**src/design/lnf_pkg.sv**
```systemverilog
// Package for the leaky NLMS adaptive filter: command/status/config types,
// register indexes, mode and op codes and fixed arithmetic widths.
// No dependencies.
`default_nettype none
package lnf_pkg;

  localparam logic [1:0] MODE_PASS = 2'd0;
  localparam logic [1:0] MODE_NLMS = 2'd1;
  localparam logic [1:0] MODE_LMS  = 2'd2;

  localparam logic [1:0] REG_MODE  = 2'd0;
  localparam logic [1:0] REG_STEP  = 2'd1;
  localparam logic [1:0] REG_REGUL = 2'd2;
  localparam logic [1:0] REG_LEAK  = 2'd3;

  localparam logic OP_SAMPLE = 1'b0;
  localparam logic OP_CLEAR  = 1'b1;

  localparam logic [1:0]  RST_MODE  = MODE_NLMS;
  localparam logic [5:0]  RST_STEP  = 6'd5;
  localparam logic [15:0] RST_REGUL = 16'd100;
  localparam logic [15:0] RST_LEAK  = 16'd0;

  localparam int X_W       = 24;
  localparam int CF_BITS   = 24;
  localparam int EN_W      = 40;
  localparam int DEN_W     = 41;
  localparam int MU_W      = 10;
  localparam int F_W       = 26;
  localparam int DIV_STEPS = 40;
  localparam int DIVC_W    = 6;

  typedef struct packed {
    logic [1:0]  mode;
    logic [5:0]  step_size;
    logic [15:0] regularizer;
    logic [15:0] leak_factor;
  } lnf_cfg_t;

  typedef struct packed {
    logic take_sample;
    logic take_pt;
    logic clear_coef;
    logic rd;
    logic p1_mul;
    logic p1_acc;
    logic fin;
    logic u_mul;
    logic u_mul2;
    logic div_start;
    logic u_wr;
    logic wp_adv;
    logic load_out;
  } lnf_cmd_t;

  typedef struct packed {
    logic adaptive;
    logic plain;
    logic div_busy;
    logic out_free;
  } lnf_status_t;

endpackage
`default_nettype wire

```
**src/design/lnf_ctrl.sv**
```systemverilog
// Sequencer of the leaky NLMS filter: steps the filter pass, the error
// step and the update pass over all taps. Uses lnf_pkg.
`default_nettype none
module lnf_ctrl import lnf_pkg::*; #(
  parameter int TAPS = 32,
  localparam int TW = $clog2(TAPS)
) (
  input  logic        clk_i,
  input  logic        rst_ni,
  input  logic        in_valid_i,
  input  logic        op_i,
  output logic        in_stall_o,
  input  lnf_status_t status_i,
  output lnf_cmd_t    cmd_o,
  output logic [TW-1:0] idx_o
);

  localparam logic [3:0] S_IDLE   = 4'd0;
  localparam logic [3:0] S_P1_RD  = 4'd1;
  localparam logic [3:0] S_P1_MUL = 4'd2;
  localparam logic [3:0] S_P1_ACC = 4'd3;
  localparam logic [3:0] S_ERR    = 4'd4;
  localparam logic [3:0] S_U_RD   = 4'd5;
  localparam logic [3:0] S_U_MUL  = 4'd6;
  localparam logic [3:0] S_U_MUL2 = 4'd7;
  localparam logic [3:0] S_U_DIV  = 4'd8;
  localparam logic [3:0] S_U_WAIT = 4'd9;
  localparam logic [3:0] S_U_WR   = 4'd10;
  localparam logic [3:0] S_OUT    = 4'd11;

  localparam logic [TW-1:0] LAST = TW'(TAPS - 1);

  logic [3:0]    state_q, state_d;
  logic [TW-1:0] cnt_q, cnt_d;

  always_comb begin
    state_d = state_q;
    cnt_d   = cnt_q;
    cmd_o   = '0;
    unique case (state_q)
      S_IDLE: begin
        if (in_valid_i) begin
          if (op_i == OP_CLEAR) begin
            cmd_o.clear_coef = 1'b1;
          end else if (status_i.adaptive) begin
            cmd_o.take_sample = 1'b1;
            cnt_d   = '0;
            state_d = S_P1_RD;
          end else begin
            cmd_o.take_pt = 1'b1;
            state_d = S_OUT;
          end
        end
      end
      S_P1_RD: begin
        cmd_o.rd = 1'b1;
        state_d  = S_P1_MUL;
      end
      S_P1_MUL: begin
        cmd_o.p1_mul = 1'b1;
        state_d      = S_P1_ACC;
      end
      S_P1_ACC: begin
        cmd_o.p1_acc = 1'b1;
        if (cnt_q == LAST) begin
          cnt_d   = '0;
          state_d = S_ERR;
        end else begin
          cnt_d   = cnt_q + 1'b1;
          state_d = S_P1_RD;
        end
      end
      S_ERR: begin
        cmd_o.fin = 1'b1;
        state_d   = S_U_RD;
      end
      S_U_RD: begin
        cmd_o.rd = 1'b1;
        state_d  = S_U_MUL;
      end
      S_U_MUL: begin
        cmd_o.u_mul = 1'b1;
        state_d     = S_U_MUL2;
      end
      S_U_MUL2: begin
        cmd_o.u_mul2 = 1'b1;
        state_d      = status_i.plain ? S_U_WR : S_U_DIV;
      end
      S_U_DIV: begin
        cmd_o.div_start = 1'b1;
        state_d         = S_U_WAIT;
      end
      S_U_WAIT: begin
        if (!status_i.div_busy) begin
          state_d = S_U_WR;
        end
      end
      S_U_WR: begin
        cmd_o.u_wr = 1'b1;
        if (cnt_q == LAST) begin
          cmd_o.wp_adv = 1'b1;
          state_d      = S_OUT;
        end else begin
          cnt_d   = cnt_q + 1'b1;
          state_d = S_U_RD;
        end
      end
      S_OUT: begin
        if (status_i.out_free) begin
          cmd_o.load_out = 1'b1;
          state_d        = S_IDLE;
        end
      end
      default: begin
        state_d = S_IDLE;
      end
    endcase
  end

  always_ff @(posedge clk_i or negedge rst_ni) begin
    if (!rst_ni) begin
      state_q <= S_IDLE;
      cnt_q   <= '0;
    end else begin
      state_q <= state_d;
      cnt_q   <= cnt_d;
    end
  end

  assign in_stall_o = (state_q != S_IDLE);
  assign idx_o      = cnt_q;

`ifndef ASSERT_OFF
  a_cnt_range: assert property (@(posedge clk_i) disable iff (!rst_ni)
    cnt_q <= LAST) else $error("tap counter out of range");
  a_clear_stays_idle: assert property (@(posedge clk_i) disable iff (!rst_ni)
    (state_q == S_IDLE && in_valid_i && op_i == OP_CLEAR) |=> state_q == S_IDLE)
    else $error("clear beat left idle");
`endif

endmodule
`default_nettype wire

```
**config.mk**
```make
export PLATFORM = sky130hd
export DESIGN_NAME = lnf_ctrl
export DESIGN_NICKNAME = d
export VERILOG_FILES = /design/src/design/lnf_pkg.sv /design/src/design/lnf_ctrl.sv
export SDC_FILE = /design/constraint.sdc
export NUM_CORES = 1
export LEC_CHECK = 0
export BUFFER_PORTS_ARGS = -buffer_cell sky130_fd_sc_hd__buf_2
export CORE_MARGIN = 2
export CORE_UTILIZATION = 43
export DETAILED_ROUTE_END_ITERATION = 7
export PLACE_DENSITY = 0.73
export SKIP_LAST_GASP = 1
export SYNTH_ARGS = -nofsm -noshare
export SYNTH_HDL_FRONTEND = slang
export SYNTH_SLANG_ARGS = --single-unit
```
**constraint.sdc**
```tcl
create_clock -name clk_i -period 1.73 [get_ports clk_i]
set_input_delay 0.346 -clock clk_i [delete_from_list [all_inputs] [get_ports clk_i]]
set_output_delay 0.346 -clock clk_i [all_outputs]
set_load 0.02 [all_outputs]
```
# After elaboration in Yosys (flattened, before gate mapping)
# Cells that the tools add are included.
dict set report word_totals {
  ff_bits 9
  latch_bits 0
  out_inout_bits 19
  n_memories 0
  elab_cells 59
  mem_bits_ro 0
  in_bits 8
  ram_bits 0
}
dict set report op_classes {
  eq_ne 18
  shift 0
  multipliers 0
  bitwise_logic 0
  div 0
  magnitude_cmp 0
  n_addsub 1
  muxes 32
  n_reduce_logical 6
}
# operator count
set ops {}
lappend ops {{4-bit case mux with 12 select lines} 1}
lappend ops {{5-bit 2-to-1 mux} 5}
lappend ops {{4-bit 2-to-1 mux} 6}
lappend ops {{4-bit by 3-bit equality test with 1-bit output, second input constant} 4}
lappend ops {{4-bit equality test, second input constant} 4}
lappend ops {{5-bit case mux with 3 select lines} 1}
lappend ops {{1-bit 2-to-1 mux} 13}
lappend ops {{2-bit != test, second input constant} 6}
lappend ops {{3-bit 2-to-1 mux} 3}
lappend ops {{4-bit by 2-bit equality test with 1-bit output, second input constant} 2}
lappend ops {{2-bit 2-to-1 mux} 3}
lappend ops {{5-bit by 1-bit adder with 5-bit output, second input constant} 1}
lappend ops {{5-bit equality test, second input constant} 1}
lappend ops {{5-bit AND reduction} 1}
lappend ops {{4-bit by 1-bit equality test with 1-bit output, second input constant} 1}
lappend ops {{4-bit logical NOT} 1}
lappend ops {{4-bit AND reduction} 1}
lappend ops {{4-bit nonzero test} 1}
lappend ops {{3-bit nonzero test} 1}
lappend ops {{2-bit OR reduction} 1}

# Logic depth before layout (Yosys ltp)
# Gate-level depths: netlist (run 1).
dict set report depth {
  word_depth 4
  mapped_depth 7
  ltp_nobuf 7
}

# Least setup slack after synthesis (run 1)
# No wires, ideal clock.
dict set report synth_timing {
  path_kind {register -> register}
  from {reg cnt_q[0], in the netlist idx_o[0]}
  to {reg cnt_q[3], in the netlist idx_o[3]}
  t_arrival_ns 1.915
  setup_time_ns 0.078
  synth_period_minus_slack_ns 1.993
  path_buffers 0
  required_time_ns 1.652
  path_slack_ns -0.263
  path_stages_with_launch 8
  path_cell_list {dfrtp_1 -> ha_1 -> and3_1 -> ha_1 -> or3b_1 -> a21o_1 -> o221ai_1 -> o2bb2ai_1}
}
dict set report synth_between {
  elab_chain_cells 3
  elab_cells_between_ends 7
  cone_classes {add/sub: 1; eq/ne: 2; mux: 3; reduce/logical: 1}
}
# item line
set synth_rtl {}
lappend synth_rtl {{from (decl)} lnf_ctrl.sv:34} ;# logic [TW-1:0] cnt_q, cnt_d;
lappend synth_rtl {{from (signal assigned)} lnf_ctrl.sv:126} ;# cnt_q <= cnt_d;
lappend synth_rtl {{5-bit by 1-bit adder with 5-bit output or 5-bit equality test (tied branches)} n/a}
lappend synth_rtl {{5-bit 2-to-1 mux, or another cell as far along} lnf_ctrl.sv:100} ;# if (cnt_q == LAST) begin
lappend synth_rtl {{5-bit case mux with 3 select lines or 5-bit AND reduction (tied branches)} n/a}
# Parallel ways exist; a longest one is shown, timed or not. The select of a mux whose other input is x is not followed.
# A chain may end at the register's enable or synchronous reset.

# Worst setup path after layout (run 1)
dict set report layout_timing {
  from {reg cnt_q[1], in the netlist idx_o[1]}
  to {reg cnt_q[2], in the netlist idx_o[2]}
}
# Same word-level chain as after synthesis.

==> flow_metrics.tcl, run 1 <==
set metrics [dict create \
    cp-start-kind "flop" \
    area_delta_synth_final_pct 56.0 \
    yosys-top-cells-area "dfrtp_1 (30%), nand2b_1 (7.4%), nor4_4 (5.6%)" \
    max_stage_delay_ps 420 \
    wl_met1_um 990 \
    die_area_um2 2120 \
    antenna_found_initial 0 \
    portBuffers 26 \
    wl_per_cell_um 13.9 \
    violations "setup timing" \
    final_common_cell "buf_2" \
    die_h_um 46.0 \
    cts_tree "done" \
    initial_core_util_pct 45.0 \
    track_usage_pct 22.7 \
    grt_pass1_wl_um 3350 \
    yosys_warnings 0 \
    timing.rr.end "idx_o[2]$_DFFE_PN0P_" \
    min_period_ps 1870 \
    fin_crit_sh_pct 108 \
    routed-wl-met3_um 57 \
    ff_latch_area_um2 230 \
    setup_slack_ps -140 \
    path_max_fanout 2 \
    p_leak_nw 0.549 \
    syn_avg_cell_area_um2 8.63 \
    die_x_um 46.0 \
    num_io_pins 27 \
    hpwl_um 1500 \
    rsz0062_at_grt "true" \
    final-hold-violation-count 0 \
    crit_type "reg2reg" \
    finalSetupViolCount 10 \
    reg2reg_depth 7 \
    worst_slew_pin_slew_ps 247 \
    wl_um 2070 \
    hold_end "state_q[1]$_DFFE_PN0P_" \
    tns_ps -735 \
    synth_cell_type_count 33 \
    cp_common_cell "ha_4" \
    yosysTopAreaCell "dfrtp_1" \
    grt_max_degree 14 \
    ir_drop_mv 0.741 \
    clockBufferDepth 2 \
    skew_ps 1.33 \
    seq_area_frac_synth_pct 29.7 \
    grt_pass1_vias 725 \
    p_total_mw 1.82 \
    synth_fp_nets 99 \
    multi_input_area_um2 579 \
    nNetsFinal 144 \
    holdPathStages 2 \
    cp.required_ps 1930 \
    maxSlewViolCount 0 \
    path_clk_slew_ps 70 \
    cts_root_buffer "clkbuf_4" \
    vias 802 \
    path_cells "ha_4 > and3_4 > ha_4 > or3b_4 > a21o_1 > o221ai_2 > o2bb2ai_1" \
    syn_area_um2 759 \
    antennaDiodeCount 0 \
    postRouteAntennaNets 0 \
    highest-signal-layer "met4" \
    max-cap-violations 0 \
    synth_seq_cells 9 \
    cts_max_level 1 \
    core_area_um2 1690 \
    hold-worst-slack_ps 309 \
    hp-class "in2reg" \
    grt-ovfl-total 0 \
    clkSinkCount 9 \
    clk-insertion-delay-late_ps 280 \
    cpMaxStageDelayCell "dfrtp_2" \
    cp-end-kind "flop" \
    synth_top_area_share_pct 29.7 \
    numCtsBuffers 3 \
    max_freq_mhz 535 \
    drc_errors 0 \
    r2r_setup_slack_ps -140 \
    final_cell_mix "buf_2 (20), buf_4 (19), nand2b_1 (7), inv_1 (7), dfrtp_1 (5)" \
    post-route-util_pct 70.1 \
    p_per_area_nw_per_um2 1530 \
    drt_first_pass_iters 4 \
    drive_gt1_share_pct 56.1 \
    relSlewSlack_pct 83.4 \
    hold_start "status_i[0]" \
    fillCellCount 137 \
    status "complete, but fails checks" \
    rows 15 \
    wl_met2_um 991 \
    routed_via_density 5.38 \
    dp_slack_ps -138 \
    r2r_start "idx_o[1]$_DFFE_PN0P_" \
    synthCells 88 \
    crit_arrival_ps 2070 \
    drt_iter0_drc 11 \
    place_congestion 0.786 \
]
==> area by class of cell <==
type | count | share of cell area (%)
clock buffer | 4 | 2.22
multi-input combinational | 67 | 48.9
inverter | 8 | 2.53
tap | 17 | 1.80
timing repair buffer | 44 | 25.1
sequential | 9 | 19.4
==> sequential cells by signal (all words and copies together) (netlist names) <==
signal and count:
idx_o 5, state_q 4
==> worst max-delay path by stage <==
stage                      endpoint  cells past startpoint                  from
2_1_floorplan  idx_o[2]$_DFFE_PN0P_                      7  idx_o[0]$_DFFE_PN0P_
3_3_place_gp   idx_o[2]$_DFFE_PN0P_                      7  idx_o[1]$_DFFE_PN0P_
3_5_place_dp   idx_o[2]$_DFFE_PN0P_                      7  idx_o[1]$_DFFE_PN0P_
4_1_cts        idx_o[2]$_DFFE_PN0P_                      7  idx_o[1]$_DFFE_PN0P_
5_1_grt        idx_o[2]$_DFFE_PN0P_                      7  idx_o[1]$_DFFE_PN0P_
6_report       idx_o[2]$_DFFE_PN0P_                      7  idx_o[1]$_DFFE_PN0P_
==> repair_timing <==
item,4_1_cts,5_1_grt
buffers inserted,5,1
gates resized for setup,14,9
hold buffers,1,0
gates cloned,0,0
setup endpoints to repair,14,16
hold endpoints to repair,9,0
pin swaps,7,1
==> where the power goes <==
part,switching (mW),internal (mW)
logic,0.677,0.571
registers,0.0986,0.288
clock network,0.0941,0.0897
==> worst max-delay path, delay by kind of cell, from the launching register on <==
kind | cells | cell delay, ps
AO/OA/AOI/OAI | 3 | 470
adder cells (fa/ha/maj) | 2 | 320
flip-flops | 1 | 420
AND/OR/NAND/NOR | 2 | 580
==> per-stage QoR <==
step	cells	cell area, µm²
after floorplan	88	805
after global placement	138	1020
after detailed placement	138	1020
after CTS	148	1140
after global routing	149	1180
final	149	1180
==> cells by family (layout without fill, tap and decap cells) <==
family	after synthesis	after routing	synth area share, %
AO/OA/AOI/OAI	25	25	23.9
buffers and inverters	12	56	6.59
multiplexers	1	1	1.32
adder cells (fa/ha/maj)	3	3	4.94
AND/OR/NAND/NOR	38	38	33.6
flip-flops	9	9	29.7
==> cells in the mapped netlist, drive strengths merged <==
cell type / count
a21boi: 1
a21o: 1
a21oi: 5
and2: 1
and3: 4
and4bb: 1
buf: 4
dfrtp: 9
ha: 3
inv: 8
mux2i: 1
nand2: 2
nand2b: 9
nand3: 2
nor2: 4
nor2b: 4
nor3: 6
nor3b: 1
nor4: 3
o211ai: 2
o21a: 2
o21ai: 5
o221ai: 2
o22ai: 1
o2bb2ai: 2
o31ai: 1
o32a: 1
o32ai: 2
or3b: 1
==> per-layer routing <==
layer,GRT usage [%],up-vias
li1,-,409
met1,32.1,376
met2,34.4,14
met3,3.57,3
met4,8.57,0
met5,0,-
(Power assumes the default switching activity.)
==> run 2, diff against run 1 <==
--- a/config.mk
+++ b/config.mk
@@ -7,9 +7,10 @@
 export LEC_CHECK = 0
 export BUFFER_PORTS_ARGS = -buffer_cell sky130_fd_sc_hd__buf_2
 export CORE_MARGIN = 2
-export CORE_UTILIZATION = 43
+export CORE_UTILIZATION = 52
 export DETAILED_ROUTE_END_ITERATION = 7
-export PLACE_DENSITY = 0.73
+export PLACE_DENSITY = 0.83
+export RECOVER_POWER = 50
 export SKIP_LAST_GASP = 1
 export SYNTH_ARGS = -nofsm -noshare
 export SYNTH_HDL_FRONTEND = slang
==> constraint.sdc (replaced) <==
create_clock -name clk_i -period 2.16 [get_ports clk_i]
set_input_delay 0.432 -clock clk_i [delete_from_list [all_inputs] [get_ports clk_i]]
set_output_delay 0.432 -clock clk_i [all_outputs]
set_load 0.02 [all_outputs]
==> run 2 against run 1 <==
  * The flow now finishes without violations
  * Design area fell by 21%
  * Final cell count shrank 11%
  * Sequential power decreased by 3%
  * Global-route usage fell by 1.9 points
  * Clock power shrank 28%
  * Power down 35%
  * Die area is 16% lower
  * Count of clock-buffer cells in the layout did not move
  * Flip-flop and latch count unchanged
  * Critical path type is now reg2out
==> flow_metrics.tcl, run 2 (synthesized netlist as in run 1, its figures left out) <==
set metrics [dict create \
    max_freq_mhz 483 \
    dp_cells 127 \
    core_area_um2 1330 \
    portBuffers 26 \
    rsz0062_at_grt "true" \
    wl_per_cell_um 13.3 \
    fin_crit_sh_pct 95.9 \
    skew_ps 4.79 \
    final_cells 132 \
    final-hold-violation-count 0 \
    clk-insertion-delay-late_ps 260 \
    die_area_um2 1780 \
    clkSinkCount 9 \
    track_usage_pct 20.8 \
    cts_root_buffer "clkbuf_4" \
    cp.required_ps 1730 \
    p_leak_nw 0.466 \
    routed_via_density 5.60 \
    p_per_area_nw_per_um2 1270 \
    status "completed" \
    drc_errors 0 \
    hp-class "in2async" \
    wl_um 1760 \
    routed-wl-met3_um 83 \
    finalSetupViolCount 0 \
    grt-ovfl-total 0 \
    die_x_um 42.2 \
    path_clk_slew_ps 60 \
    antenna_found_initial 0 \
    fillCellCount 113 \
    dp_slack_ps 140 \
    path_max_fanout 6 \
    grt_pass1_wl_um 2900 \
    drive_gt1_share_pct 35.0 \
    largest_reg_flops 5 \
    area_delta_synth_final_pct 23.9 \
    nNetsFinal 129 \
    num_io_pins 27 \
    wl_met2_um 803 \
    cts_tree "done" \
    grt_max_degree 16 \
    final_common_cell "buf_2" \
    multi_input_area_um2 487 \
    place_congestion 0.892 \
    drt_first_pass_iters 4 \
    final_cell_mix "buf_2 (25), nand2b_1 (9), inv_1 (7), dfrtp_1 (7), nor3_1 (6)" \
    cp-start-kind "flop" \
    ff_latch_area_um2 228 \
    crit_type "reg2out" \
    cp-startpoint "idx_o[0]$_DFFE_PN0P_" \
    ir_drop_mv 0.970 \
    initial_core_util_pct 56.9 \
    antennaDiodeCount 0 \
    worst_slew_pin_slew_ps 502 \
    post-route-util_pct 70.5 \
    hpwl_um 1320 \
    numCtsBuffers 3 \
    highest-signal-layer "met3" \
    max-cap-violations 0 \
    cp-end-kind "output port" \
    wl_met1_um 876 \
    relSlewSlack_pct 66.5 \
    die_h_um 42.2 \
    vias 739 \
    min_period_ps 2070 \
    grt_pass1_vias 641 \
    hold-worst-slack_ps 102 \
    p_total_mw 1.19 \
    rows 13 \
    clockBufferDepth 2 \
    r2r_start "idx_o[0]$_DFFE_PN0P_" \
    postRouteAntennaNets 0 \
    maxSlewViolCount 0 \
    cts_max_level 1 \
    setup_slack_ps 88.9 \
    drt_iter0_drc 20 \
    crit_arrival_ps 1640 \
]
## run 2: critical path, cell delays in order, from the launching register on
cell and delay [ps]:
dfrtp_1 410, ha_1 230, and3_1 200, ha_1 200, nand2_2 130, inv_1 50
buf_2 150
## run 2: path summary, 6_finish.rpt
path,endpoint,slack [ps],cells after the start
min,state_q[0]$_DFFE_PN0P_,100,1
min reg2reg,idx_o[3]$_DFFE_PN0P_,540,1
max,cmd_o[1],90,6
max in group asynchronous,state_q[3]$_DFFE_PN0P_,1690,1
min in group clk_i,state_q[1]$_DFFE_PN0P_,410,2
max reg2reg,idx_o[2]$_DFFE_PN0P_,130,7
## run 2: where the power goes
part	internal [mW]	switching [mW]	leakage, nW
Clock	0.0713	0.0606	0.0150
Combinational	0.296	0.386	0.335
Sequential	0.225	0.151	0.116
Total	0.592	0.598	0.466
## run 2: area by class of cell
type                       count  area share, %
multi-input combinational     67           51.7
sequential                     9           24.2
timing repair buffer          29           16.1
inverter                       8           3.19
clock buffer                   4           2.79
tap                           15           1.99
## run 2: layer usage
metal	GRT usage [%]	vias to the layer above
met5	0	-
met4	1.88	0
met3	6.90	0
met2	29.8	15
met1	31.5	344
li1	-	380
## run 2: metrics by stage
stage               instance area [µm²]  setup TNS, ps
global placement                    903              0
CTS                                 930              0
finish                              941              0
global route                        941          -55.2
floorplan                           759              0
detailed placement                  903              0
## run 2: what timing repair did
action	4_1_cts	5_1_grt
endpoints found under the setup margin	0	4
hold buffers	0	0
gates resized for setup	0	3
buffers inserted	0	1
